[src/design/pfp_pkg.sv]
// ----------------------------------------------------------------------------
// pfp_pkg
// constants shared by the point frame parser core and its checker
// ----------------------------------------------------------------------------
`default_nettype none

package pfp_pkg;

  parameter int unsigned BufferDepth = 64;

  parameter logic [7:0] HdrByte = 8'hFF;
  parameter logic [7:0] TypeSet = 8'h02;
  parameter logic [7:0] TypePos = 8'h03;
  parameter logic [7:0] TrlByte = 8'hFE;

  parameter int unsigned LenW     = 6;
  parameter int unsigned InDataW  = 16;
  parameter int unsigned OutDataW = 40;

  // point_kind codes
  parameter logic KindSet = 1'b0;
  parameter logic KindPos = 1'b1;

endpackage

`default_nettype wire

[src/design/point_frame_parser_core.sv]
// an accepted input word passes the input register, then the result register, to the master side
// throughput: one byte per cycle; the input register and the result register each
// advance whenever the result register is empty or being taken
// a result word appears only for the byte that closes a frame
// reset: asynchronous, active low; clears the parser state, head bytes and both valids
// ----------------------------------------------------------------------------
// point_frame_parser_core
// byte-serial deframer for coordinate frames, header 0xff, type, body, 0xfe 0xfe
// ----------------------------------------------------------------------------
`default_nettype none

module point_frame_parser_core #(
  parameter int unsigned BUFFER_DEPTH = pfp_pkg::BufferDepth
) (
  input  wire logic                         clk_i,
  input  wire logic                         rst_ni,
  input  wire logic                         s_axis_tvalid_i,
  output logic                              s_axis_tready_o,
  // [7:0] rx_byte, [8] setpoint_locked, [15:9] zero
  input  wire logic [pfp_pkg::InDataW-1:0]  s_axis_tdata_i,
  output logic                              m_axis_tvalid_o,
  input  wire logic                         m_axis_tready_i,
  // [15:0] x_coord, [31:16] y_coord, [32] point_taken, [38:33] body_length, [39] zero
  output logic [pfp_pkg::OutDataW-1:0]      m_axis_tdata_o,
  // [0] point_kind
  output logic                              m_axis_tuser_o
);

  localparam int unsigned CntW = $clog2(BUFFER_DEPTH);
  localparam logic [CntW-1:0] CntMax = CntW'(BUFFER_DEPTH - 1);
  localparam logic [CntW-1:0] HeadCnt = CntW'(4);

  typedef enum logic [1:0] {
    PhHeader = 2'd0,
    PhType   = 2'd1,
    PhBody   = 2'd2
  } phase_e;

  // input register
  logic       in_valid_q;
  logic [7:0] in_byte_q;
  logic       in_locked_q;

  // parser state
  phase_e          phase_q, phase_d;
  logic            kind_q, kind_d;
  logic [CntW-1:0] count_q, count_d;
  logic [7:0]      head_q [4];
  logic [7:0]      head_d [4];
  logic [7:0]      prev_q;

  // result register
  logic                        out_valid_q;
  logic [pfp_pkg::OutDataW-1:0] out_data_q;
  logic                        out_kind_q;

  logic advance;
  logic frame_end;
  logic taken;

  assign advance         = !out_valid_q || m_axis_tready_i;
  assign s_axis_tready_o = !in_valid_q || advance;

  always_comb begin
    phase_d   = phase_q;
    kind_d    = kind_q;
    count_d   = count_q;
    head_d    = head_q;
    frame_end = 1'b0;
    case (phase_q)
      PhHeader: begin
        if (in_byte_q == pfp_pkg::HdrByte) begin
          phase_d = PhType;
          count_d = '0;
        end
      end
      PhType: begin
        if (in_byte_q == pfp_pkg::TypeSet) begin
          phase_d = PhBody;
          kind_d  = pfp_pkg::KindSet;
        end else if (in_byte_q == pfp_pkg::TypePos) begin
          phase_d = PhBody;
          kind_d  = pfp_pkg::KindPos;
        end
      end
      PhBody: begin
        if (in_byte_q == pfp_pkg::TrlByte && prev_q == pfp_pkg::TrlByte) begin
          phase_d   = PhHeader;
          frame_end = 1'b1;
          // short frame: the terminating zero lands in a head byte
          if (count_q < HeadCnt) begin
            head_d[count_q[1:0]] = 8'h00;
          end
        end else if (count_q < CntMax) begin
          if (count_q < HeadCnt) begin
            head_d[count_q[1:0]] = in_byte_q;
          end
          count_d = count_q + CntW'(1);
        end
      end
      default: ;
    endcase
  end

  assign taken = (kind_q == pfp_pkg::KindPos) || !in_locked_q;

  always_ff @(posedge clk_i or negedge rst_ni) begin
    if (!rst_ni) begin
      in_valid_q  <= 1'b0;
      phase_q     <= PhHeader;
      kind_q      <= pfp_pkg::KindSet;
      count_q     <= '0;
      head_q      <= '{default: 8'h00};
      prev_q      <= 8'h00;
      out_valid_q <= 1'b0;
    end else begin
      if (s_axis_tready_o) begin
        in_valid_q <= s_axis_tvalid_i;
      end
      if (advance) begin
        out_valid_q <= in_valid_q && frame_end;
      end
      if (advance && in_valid_q) begin
        phase_q <= phase_d;
        kind_q  <= kind_d;
        count_q <= count_d;
        head_q  <= head_d;
        prev_q  <= in_byte_q;
      end
    end
  end

  // payload registers
  always_ff @(posedge clk_i) begin
    if (s_axis_tready_o && s_axis_tvalid_i) begin
      in_byte_q   <= s_axis_tdata_i[7:0];
      in_locked_q <= s_axis_tdata_i[8];
    end
    if (advance && in_valid_q && frame_end) begin
      out_kind_q <= kind_q;
      out_data_q <= {1'b0, pfp_pkg::LenW'(count_q), taken,
                     head_d[2], head_d[3], head_d[0], head_d[1]};
    end
  end

  assign m_axis_tvalid_o = out_valid_q;
  assign m_axis_tdata_o  = out_data_q;
  assign m_axis_tuser_o  = out_kind_q;

endmodule

`default_nettype wire

[config.mk]
export PLATFORM = sky130hd
export DESIGN_NAME = point_frame_parser_core
export DESIGN_NICKNAME = d
export VERILOG_FILES = /design/src/design/pfp_pkg.sv /design/src/design/point_frame_parser_core.sv
export SDC_FILE = /design/constraint.sdc
export NUM_CORES = 1
export LEC_CHECK = 0
export BUFFER_PORTS_ARGS = -buffer_cell sky130_fd_sc_hd__buf_2
export CORE_ASPECT_RATIO = 0.75
export CORE_MARGIN = 2
export CORE_UTILIZATION = 40
export CTS_BUF_LIST = sky130_fd_sc_hd__clkbuf_4
export DETAILED_ROUTE_END_ITERATION = 7
export PLACE_DENSITY = 0.57
export SLEW_MARGIN = 30
export SYNTH_ARGS = -nofsm -noshare
export SYNTH_HDL_FRONTEND = slang
export SYNTH_SLANG_ARGS = --single-unit
export TNS_END_PERCENT = 20
[constraint.sdc]
create_clock -name clk_i -period 5.3 [get_ports clk_i]
set_input_delay 1.59 -clock clk_i [delete_from_list [all_inputs] [get_ports clk_i]]
set_output_delay 1.59 -clock clk_i [all_outputs]
set_load 0.02 [all_outputs]
Word level (Yosys, flattened, before mapping). Cells that the tools add are included.

Mux-type cells: 21. Equal/unequal tests: 12. Multiply operators: 0. Reductions and logical operators: 19. Add/subtract/negate cells: 1. Magnitude comparators: 4. Bitwise operators: 3. Shifts and indexed selects: 0. Div/mod/pow operators: 0.

Operator list (number): 32-bit two-way mux (5); 32-bit bitwise AND (1); 32-bit bitwise mux (1); 32-bit NOT (1); 8-bit == test (second input constant) (3); 6-bit two-way mux (3); 8-bit demux with 2-bit select (1); 8-bit by 2-bit == test with 1-bit output (second input constant) (2); 6-bit one-hot mux with 2 select lines (1); 5-bit AND reduction (2); 2-bit two-way mux (4); 8-bit two-way mux (1); 2-bit != test (second input constant) (4); 6-bit by 1-bit adder with 6-bit output (second input constant) (1); 1-bit logical AND (6); 6-bit by 3-bit < comparator with 1-bit output (second input constant) (1); 6-bit < comparator (second input constant) (1); 2-bit one-hot mux with 3 select lines (1); 1-bit two-way mux (4); 2-bit nonzero test (2); 3-bit greater-or-equal comparator (second input constant) (1); 1-bit logical NOT (3); 1-bit logical OR (3); 3-bit by 1-bit < comparator with 1-bit output (second input constant) (1); other kinds (7) (7).

Input bits: 20. Memories: 0. Memory bits (read-only): 0. RAM bits: 0. Output and inout port bits: 43. Latch bits: 0. Register bits: 100. Logic and storage cells: 74.

Longest topological paths before layout. Gate-level depths: netlist of the first run.

Depth in word-level cells: 10. Gate-level depth with buffers: 8. Gate-level depth less buffers: 7.

Worst setup path after synthesis of the first run. No wires, ideal clock.

Path type: input port to flip-flop. From: in m_axis_tready_i. To: reg out_data_q (netlist bit m_axis_tdata_o[0]), enable pin. Data arrival time: 4.012 ns. Buffers on the path: 2. Required time: 4.863 ns. Path slack: 0.851 ns. Cell stages on the path: 6. Library setup time: 0.437 ns. Path through: nor2b_1 -> nor2b_1 -> clkbuf_1 -> clkbuf_1 -> nand2_1 -> nor2_1.

Cells in the longest elaborated chain, start to end: 3.

RTL lines: start: declaration (RTL line point_frame_parser_core.sv:22) `input wire logic m_axis_tready_i,`; 1-bit logical OR (RTL line point_frame_parser_core.sv:61) `assign advance = !out_valid_q || m_axis_tready_i;`; 1-bit logical AND (2 in a row) (RTL line point_frame_parser_core.sv:139) `if (advance && in_valid_q && frame_end) begin`; end signal: assignment (RTL line point_frame_parser_core.sv:141) `out_data_q <= {1'b0, pfp_pkg::LenW'(count_q), taken,`; end: declaration (RTL line point_frame_parser_core.sv:54) `logic [pfp_pkg::OutDataW-1:0] out_data_q;`.

Every way passes these cells. A chain may end at the register's enable or synchronous reset.

Worst setup path in the final report of the first run.
From: in m_axis_tready_i. To: out s_axis_tready_o.

Cells in the longest elaborated chain, start to end: 2.

RTL lines: 1-bit logical OR (RTL line point_frame_parser_core.sv:61); 1-bit logical OR (RTL line point_frame_parser_core.sv:62) `assign s_axis_tready_o = !in_valid_q || advance;`; end: declaration (RTL line point_frame_parser_core.sv:18) `output logic s_axis_tready_o,`.

Every way passes these cells.

==> summary.txt, run 1 <==
Synth
  – Synthesized flop and latch total: 100
  – Register area share after synthesis: 65.5%
  – Syn Inst Count: between 300 and 400
  – Main combinational cell family by area after synthesis: simple AND/OR/NAND/NOR gates
  – Synth top area share: roughly a third
  – Post-synth top flop: dfrtp_1
  – Cell Area, Synth: 0.00420 mm^2
  – Post-Synth Adder-Cell Area: 2.09%
  – Simple-gate portion of the synthesized area: 17.4%
  – FFs w/ async S/R, synth: roughly half
  – Synth unique cells: 43
  – Mux contribution to synthesized area: 1.67%
  – Syn. warnings: 0
  – Synth Area per Inst: 11.1 um^2
  – Cell with the most instances after synthesis: nand2_1
  – Synth Area in XOR/XNOR: 0%
  – Compound-Gate Fraction of Synth Area: 10.8%
  – Commonest cells post-synth: nand2_1, o21ai_0, dfrtp_1, edfxtp_1, nand3_1
  – Top post-synthesis cells by area: edfxtp_1, dfrtp_1, nand2_1, o21ai_0, nand3_1
  – Syn_nets: 406
  – Number of synthesized flops with an enable pin: 49
  – Top cell type by total area after synthesis: edfxtp_1

Clock tree
  – Clk sink count: 100
  – Post-CTS Hold Buffers: 0
  – H-tree levels: 3
  – CTS tree: yes
  – Longest Clk Path Bufs: 2
  – Post-CTS Repair Setup Buffers: 0
  – Skew-Pair Late Insertion Delay: 450 ps
  – TritonCTS buffer count: 9
  – Clock root buffer: clkbuf_4
  – Worst-path clk slew: 120 ps
  – # resized after CTS: 0

Floorplan
  – Initial Utilization: 40.9%
  – Die Wd: around 120 um
  – I/O Pins: 63
  – Core box area: 0.0102 mm^2
  – # rows: 32
  – Die Ht: 92.7 um
  – Die area: 0.0113 mm^2

Worst setup path
  – Crit Path Class: in -> out
  – Worst setup SP type: input pin
  – Reg2reg path depth: 6
  – Critical path's slowest cell: nor2b_1
  – Critical path data arrival time: between 2000 and 2500 ps
  – Crit end category: primary output
  – Data required, critical path: 3710 ps
  – Crit Reg-Reg Endpoint: m_axis_tdata_o[8]$_DFFE_PP_
  – Crit-path cells: buf_2 -> nor2b_1 -> nand2_1 -> buf_2
  – Crit Reg-Reg Startpoint: phase_q[0]$_DFFE_PN0P_
  – Crit path top cell by count: buf_2
  – Crit Path Max Fanout: 4
  – Critical Path Max Stage Delay: 220 ps
  – Worst R2R Setup Slack: ~2400 ps

Global routing
  – Vias in the first global route: between 2000 and 3000
  – Global-route wire length before repair: 14100 um
  – GRT Residual Overflow: 0
  – GRT Overall Usage: 16.5%
  – Pin count of the biggest net entering global routing: between 50 and 60
  – Antenna violations before repair: 0

Routing
  – Initial drt markers: 155
  – Via/cell ratio: 5.04
  – Routed via count: about 2900
  – Wire length per cell: 14.7 um
  – Drt first pass iters: 5
  – DRT antenna net count: 0
  – Final wirelength: 8370 um
  – DRC: 0

Layout
  – Multi-input logic area: 0.00135 mm^2
  – Layout Utilization: 46.3%
  – Fill count: 1019
  – Register area: about 0.0027 mm^2
  – Diode count: 0
  – Nets: 456
  – Share of cells above drive strength 1: 19.1%
  – Post-route cell area: 0.00474 mm^2
  – Final Non-Filler Cells: 570
  – Area Growth Syn to Fin: 13.0%

Pwr
  – Worst IR Drop VDD: ~170 uV
  – Static leakage: between 2 and 2.5 nW
  – Pwr Density: approximately 340 mW/mm^2

STA
  – Max_slew headroom: 49.3%
  – Final TNS setup: 0 ps
  – Final min period: 3780 ps
  – Slew @ Worst Pin: 758 ps
  – RSZ-0062 raised after global routing: no
  – Endpoints failing setup: 0
  – Count of pins over their slew limit: 0
  – Fin. Hold Viols: 0
  – Fin Clk Skew: 16.6 ps
  – Final Cycle Share: a little under three quarters
  – Top achievable clock speed: around 260 MHz

Place
  – Port Buf Inserts: 54
  – Placed Instances: 554
  – Area after DPL: 0.00462 mm^2
  – Gpl congestion: between 0.7 and 0.8
  – Post-DP HPWL: approximately 5800 um

Hold path
  – Hold crit path type: reg -> reg
  – Hold depth: 2
  – Hold Path Origin: head_q[16]$_DFFE_PN0P_
  – Min-Delay Endpoint: head_q[16]$_DFFE_PN0P_

Status
  – Outcome: finished, final reports clean

Job
  – Max cap viols: 0
cell type report:
type / instances / area share [%]
Sequential cell: 100 / 57.9
Multi-Input combinational cell: 254 / 28.4
Timing Repair Buffer: 58 / 6.91
Tap cell: 136 / 3.59
Clock buffer: 9 / 1.42
Clock inverter: 7 / 1.21
Inverter: 6 / 0.475
through the flow:
stage | setup slack [ps] | power [W] | hold WS (ps)
floorplan | 851 | 0.00117 | 433
global placement | 1510 | 0.00125 | 456
finish | 1520 | 0.00161 | 487
CTS | 1520 | 0.00163 | 495
detailed placement | 1530 | 0.00126 | 463
global route | 1440 | 0.00172 | 514
how the worst max path moves through the flow:
stage	startpoint	endpoint	cells past startpoint
after floorplan	m_axis_tready_i	m_axis_tdata_o[0]$_DFFE_PP_	6
after global placement	m_axis_tready_i	s_axis_tready_o	4
after detailed placement	m_axis_tready_i	s_axis_tready_o	4
after CTS	m_axis_tready_i	s_axis_tready_o	4
after global routing	m_axis_tready_i	s_axis_tready_o	4
final	m_axis_tready_i	s_axis_tready_o	4
sequential cells by signal (all words and copies together) (netlist names):
signal and flops:
in_byte_q 8, count_q 6, m_axis_tuser_o 1, in_valid_q 1
in_locked_q 1, head_q 32, prev_q 8, phase_q 2
m_axis_tvalid_o 1, m_axis_tdata_o 39, kind_q 1
critical path: cells and delay by family:
kind | cells | cell delay, ps
AND/OR/NAND/NOR | 2 | 340
buffers and inverters | 2 | 270
placed cells by master (no fill, tap or decap), types with 2 or more instances in the layout:
cell / count
ha_1: 7
mux2_2: 4
nor2_1: 5
or4_1: 2
nor3_1: 2
clkinv_2: 4
nand3_1: 20
inv_1: 6
nor4b_1: 2
nand4_1: 3
buf_2: 54
edfxtp_1: 49
and3_1: 2
clkbuf_4: 9
o21ai_0: 71
nand2b_1: 4
nor2b_1: 3
nand4b_1: 2
nand2_1: 104
dfrtp_1: 51
clkinv_1: 2
buf_4: 2
logic make-up (layout without fill, tap and decap cells):
group	count (synthesis)	count (layout)
multiplexers	6	6
buffers and inverters	25	80
other	1	1
flip-flops	100	100
adder cells (fa/ha/maj)	7	7
AO/OA/AOI/OAI	81	81
AND/OR/NAND/NOR	159	159
power by group:
part | leakage, nW | internal (W) | switching [W]
logic | 0.807 | 0.000102 | 0.000167
registers | 1.19 | 0.000907 | 0.0000658
clock network | 0.0743 | 0.000138 | 0.000232
layer usage:
layer	up-vias	GRT usage, %	wire (um)
met1	1371	24.0	4080
met5	-	0	0
met4	0	3.74	61
met3	4	5.48	503
met2	67	23.8	3730
li1	1430	-	-
Note: power is estimated with default switching activity, not from simulation.
==> run 2, diff against run 1 <==
clock period = 4 ns   (was 5.3 ns; I/O delays follow)
==> run 2 against run 1 <==
- register-to-register slack worse by 1200 ps
- power is 38% higher
- hold slack improved by 3.3 ps
- critical path depth is the same
- first-iteration DRC count is 80% higher
==> summary.txt, run 2 (synthesized netlist as in run 1, its figures left out) <==
STA
  – Final worst setup slack: 966 ps (was 1520 ps)
  – Max_slew headroom: 53.6% (was 49.3%)
  – Slew @ Worst Pin: 694 ps (was 758 ps)
  – Final TNS setup: 0 ps (unchanged)
  – Fin Clk Skew: 14.7 ps (was 16.6 ps)
  – Fin. Hold Viols: 0 (unchanged)
  – Count of pins over their slew limit: 0 (unchanged)
  – Top achievable clock speed: 330 MHz
  – Final min period: 3030 ps
  – Endpoints failing setup: 0 (unchanged)
  – RSZ-0062 raised after global routing: no (unchanged)
  – Final Cycle Share: between 70% and 80%
  – Fin Hold WS: 490 ps (was 487 ps)

Global routing
  – Pin count of the biggest net entering global routing: 28 (was 52)
  – GRT Overall Usage: 16.7% (was 16.5%)
  – Vias in the first global route: 2795 (was 2723)
  – GRT Residual Overflow: 0 (unchanged)
  – Antenna violations before repair: 0 (unchanged)
  – Global-route wire length before repair: 14300 um (was 14100 um)

Worst setup path
  – Worst setup SP type: input pin (unchanged)
  – Crit end category: primary output (unchanged)
  – Critical path data arrival time: 1830 ps (was 2190 ps)
  – Data required, critical path: 2800 ps (was 3710 ps)
  – Crit Path Class: in -> out (unchanged)
  – Crit Path Max Fanout: 4 (unchanged)
  – Worst R2R Setup Slack: 1230 ps (was 2390 ps)

Routing
  – Initial drt markers: 279 (was 155)
  – Final wirelength: 8680 um (was 8370 um)
  – Drt first pass iters: 4 (was 5)
  – DRC: 0 (unchanged)
  – Routed via count: 2897 (was 2872)
  – Via/cell ratio: 5.07 (was 5.04)
  – DRT antenna net count: 0 (unchanged)
  – Wire length per cell: 15.2 um (was 14.7 um)

Clock tree
  – Post-CTS Repair Setup Buffers: 0 (unchanged)
  – TritonCTS buffer count: 9 (unchanged)
  – CTS tree: yes (unchanged)
  – Longest Clk Path Bufs: 2 (unchanged)
  – Skew-Pair Late Insertion Delay: 440 ps (was 450 ps)
  – Post-CTS Hold Buffers: 0 (unchanged)
  – H-tree levels: 3 (unchanged)
  – Clock root buffer: clkbuf_4 (unchanged)
  – Worst-path clk slew: 130 ps (was 120 ps)
  – # resized after CTS: 0 (unchanged)
  – Clk sink count: 100 (unchanged)

Floorplan
  – Die area: 0.0113 mm^2 (unchanged)
  – Die Ht: 92.7 um (unchanged)
  – Die Wd: 122 um (unchanged)
  – Initial Utilization: 40.9% (unchanged)
  – # rows: 32 (unchanged)
  – I/O Pins: 63 (unchanged)
  – Core box area: 0.0102 mm^2 (unchanged)

Pwr
  – Combinational share of power: 16.2% (was 16.7%)
  – Net switching power figure: 0.000629 W (was 0.000465 W)
  – Power Internal: 0.00160 W (was 0.00115 W)
  – Switch share: 28.3% (was 28.8%)
  – Flop pwr share: 58.1% (was 60.3%)
  – Total design power: 0.00222 W (was 0.00161 W)
  – Static leakage: 2.08 nW (was 2.07 nW)
  – Share of total power in the clock network: 25.7% (was 23.0%)
  – Worst IR Drop VDD: 259 uV (was 171 uV)
  – Pwr Density: 468 mW/mm^2 (was 340 mW/mm^2)

Layout
  – Post-route cell area: 0.00475 mm^2 (was 0.00474 mm^2)
  – Area Growth Syn to Fin: 13.2% (was 13.0%)
  – Diode count: 0 (unchanged)
  – Max reg flops: 39 (unchanged)
  – Most frequent cells in the layout: nand2_1, o21ai_0, buf_2 (unchanged)
  – Nets: 457 (was 456)
  – Share of cells above drive strength 1: 19.5% (was 19.1%)
  – Most common cell after layout, fill and taps aside: nand2_1 (unchanged)

Hold path
  – Hold crit path type: reg -> reg (unchanged)

Place
  – Port Buf Inserts: 54 (unchanged)
  – Area after DPL: 0.00460 mm^2 (was 0.00462 mm^2)
  – Worst slack at placement: 957 ps (was 1530 ps)
  – Gpl congestion: 0.806 (was 0.769)
  – Post-DP HPWL: 5980 um (was 5770 um)

Job
  – Max cap viols: 0 (unchanged)

Status
  – Outcome: finished, final reports clean (unchanged)
run 2: cell count changes in the layout (fill, tap and decap cells not counted), sizes merged:
cell	previous run	this run
clkinv	6	4
buf	58	59
bufinv	1	2
clkbuf	9	10
run 2: power groups by stage:
stage | clock network (W) | logic (W) | registers, W
6_report | 0.000572 | 0.000361 | 0.00129
2_1_floorplan | 0 | 0.000274 | 0.00128
3_3_place_gp | 0 | 0.000354 | 0.00131
4_1_cts | 0.000594 | 0.000366 | 0.00129
5_1_grt | 0.000637 | 0.000422 | 0.00131
3_5_place_dp | 0 | 0.000365 | 0.00131
run 2: path summary, 6_finish.rpt:
kind                                   startpoint  cells after the start                           to
hold reg to reg            head_q[16]$_DFFE_PN0P_                      2       head_q[16]$_DFFE_PN0P_
hold / removal             head_q[16]$_DFFE_PN0P_                      2       head_q[16]$_DFFE_PN0P_
setup reg to reg           in_byte_q[7]$_DFFE_PP_                      5  m_axis_tdata_o[6]$_DFFE_PP_
min in group asynchronous                  rst_ni                      1       head_q[13]$_DFFE_PN0P_
setup / recovery                  m_axis_tready_i                      4              s_axis_tready_o
max in group asynchronous                  rst_ni                      2       count_q[4]$_DFFE_PN0P_
run 2: area by class of cell:
cell class | instances | area (um^2)
clock buffers | 10 | 75.1
clock inverters | 6 | 78.8
fillers | 1011 | 5500
inverters | 6 | 22.5
multi-input cells | 254 | 1350
flip-flops and latches | 100 | 2750
well taps | 136 | 170
repair buffers | 59 | 308
run 2: layer usage:
metal	part of all wire (%)	wire length [um]	up-vias	GRT usage [%]
li1	-	-	1428	-
met1	50	4340	1394	24.3
met2	44	3790	71	23.8
met3	5.7	491	4	5.91
met4	0.73	63	0	4.41
met5	0	0	-	0
run 2: worst max-delay path, cell delays in order:
cell	delay (ps)
buf_2	100
nor2b_1	240
nand2_1	120
buf_2	170
run 2: metrics by stage:
stage               cells  utilization (%)
CTS                   571             46.4
finish                571             46.4
detailed placement    555             44.8
global route          571             46.4
floorplan             379                -
global placement      555             44.8
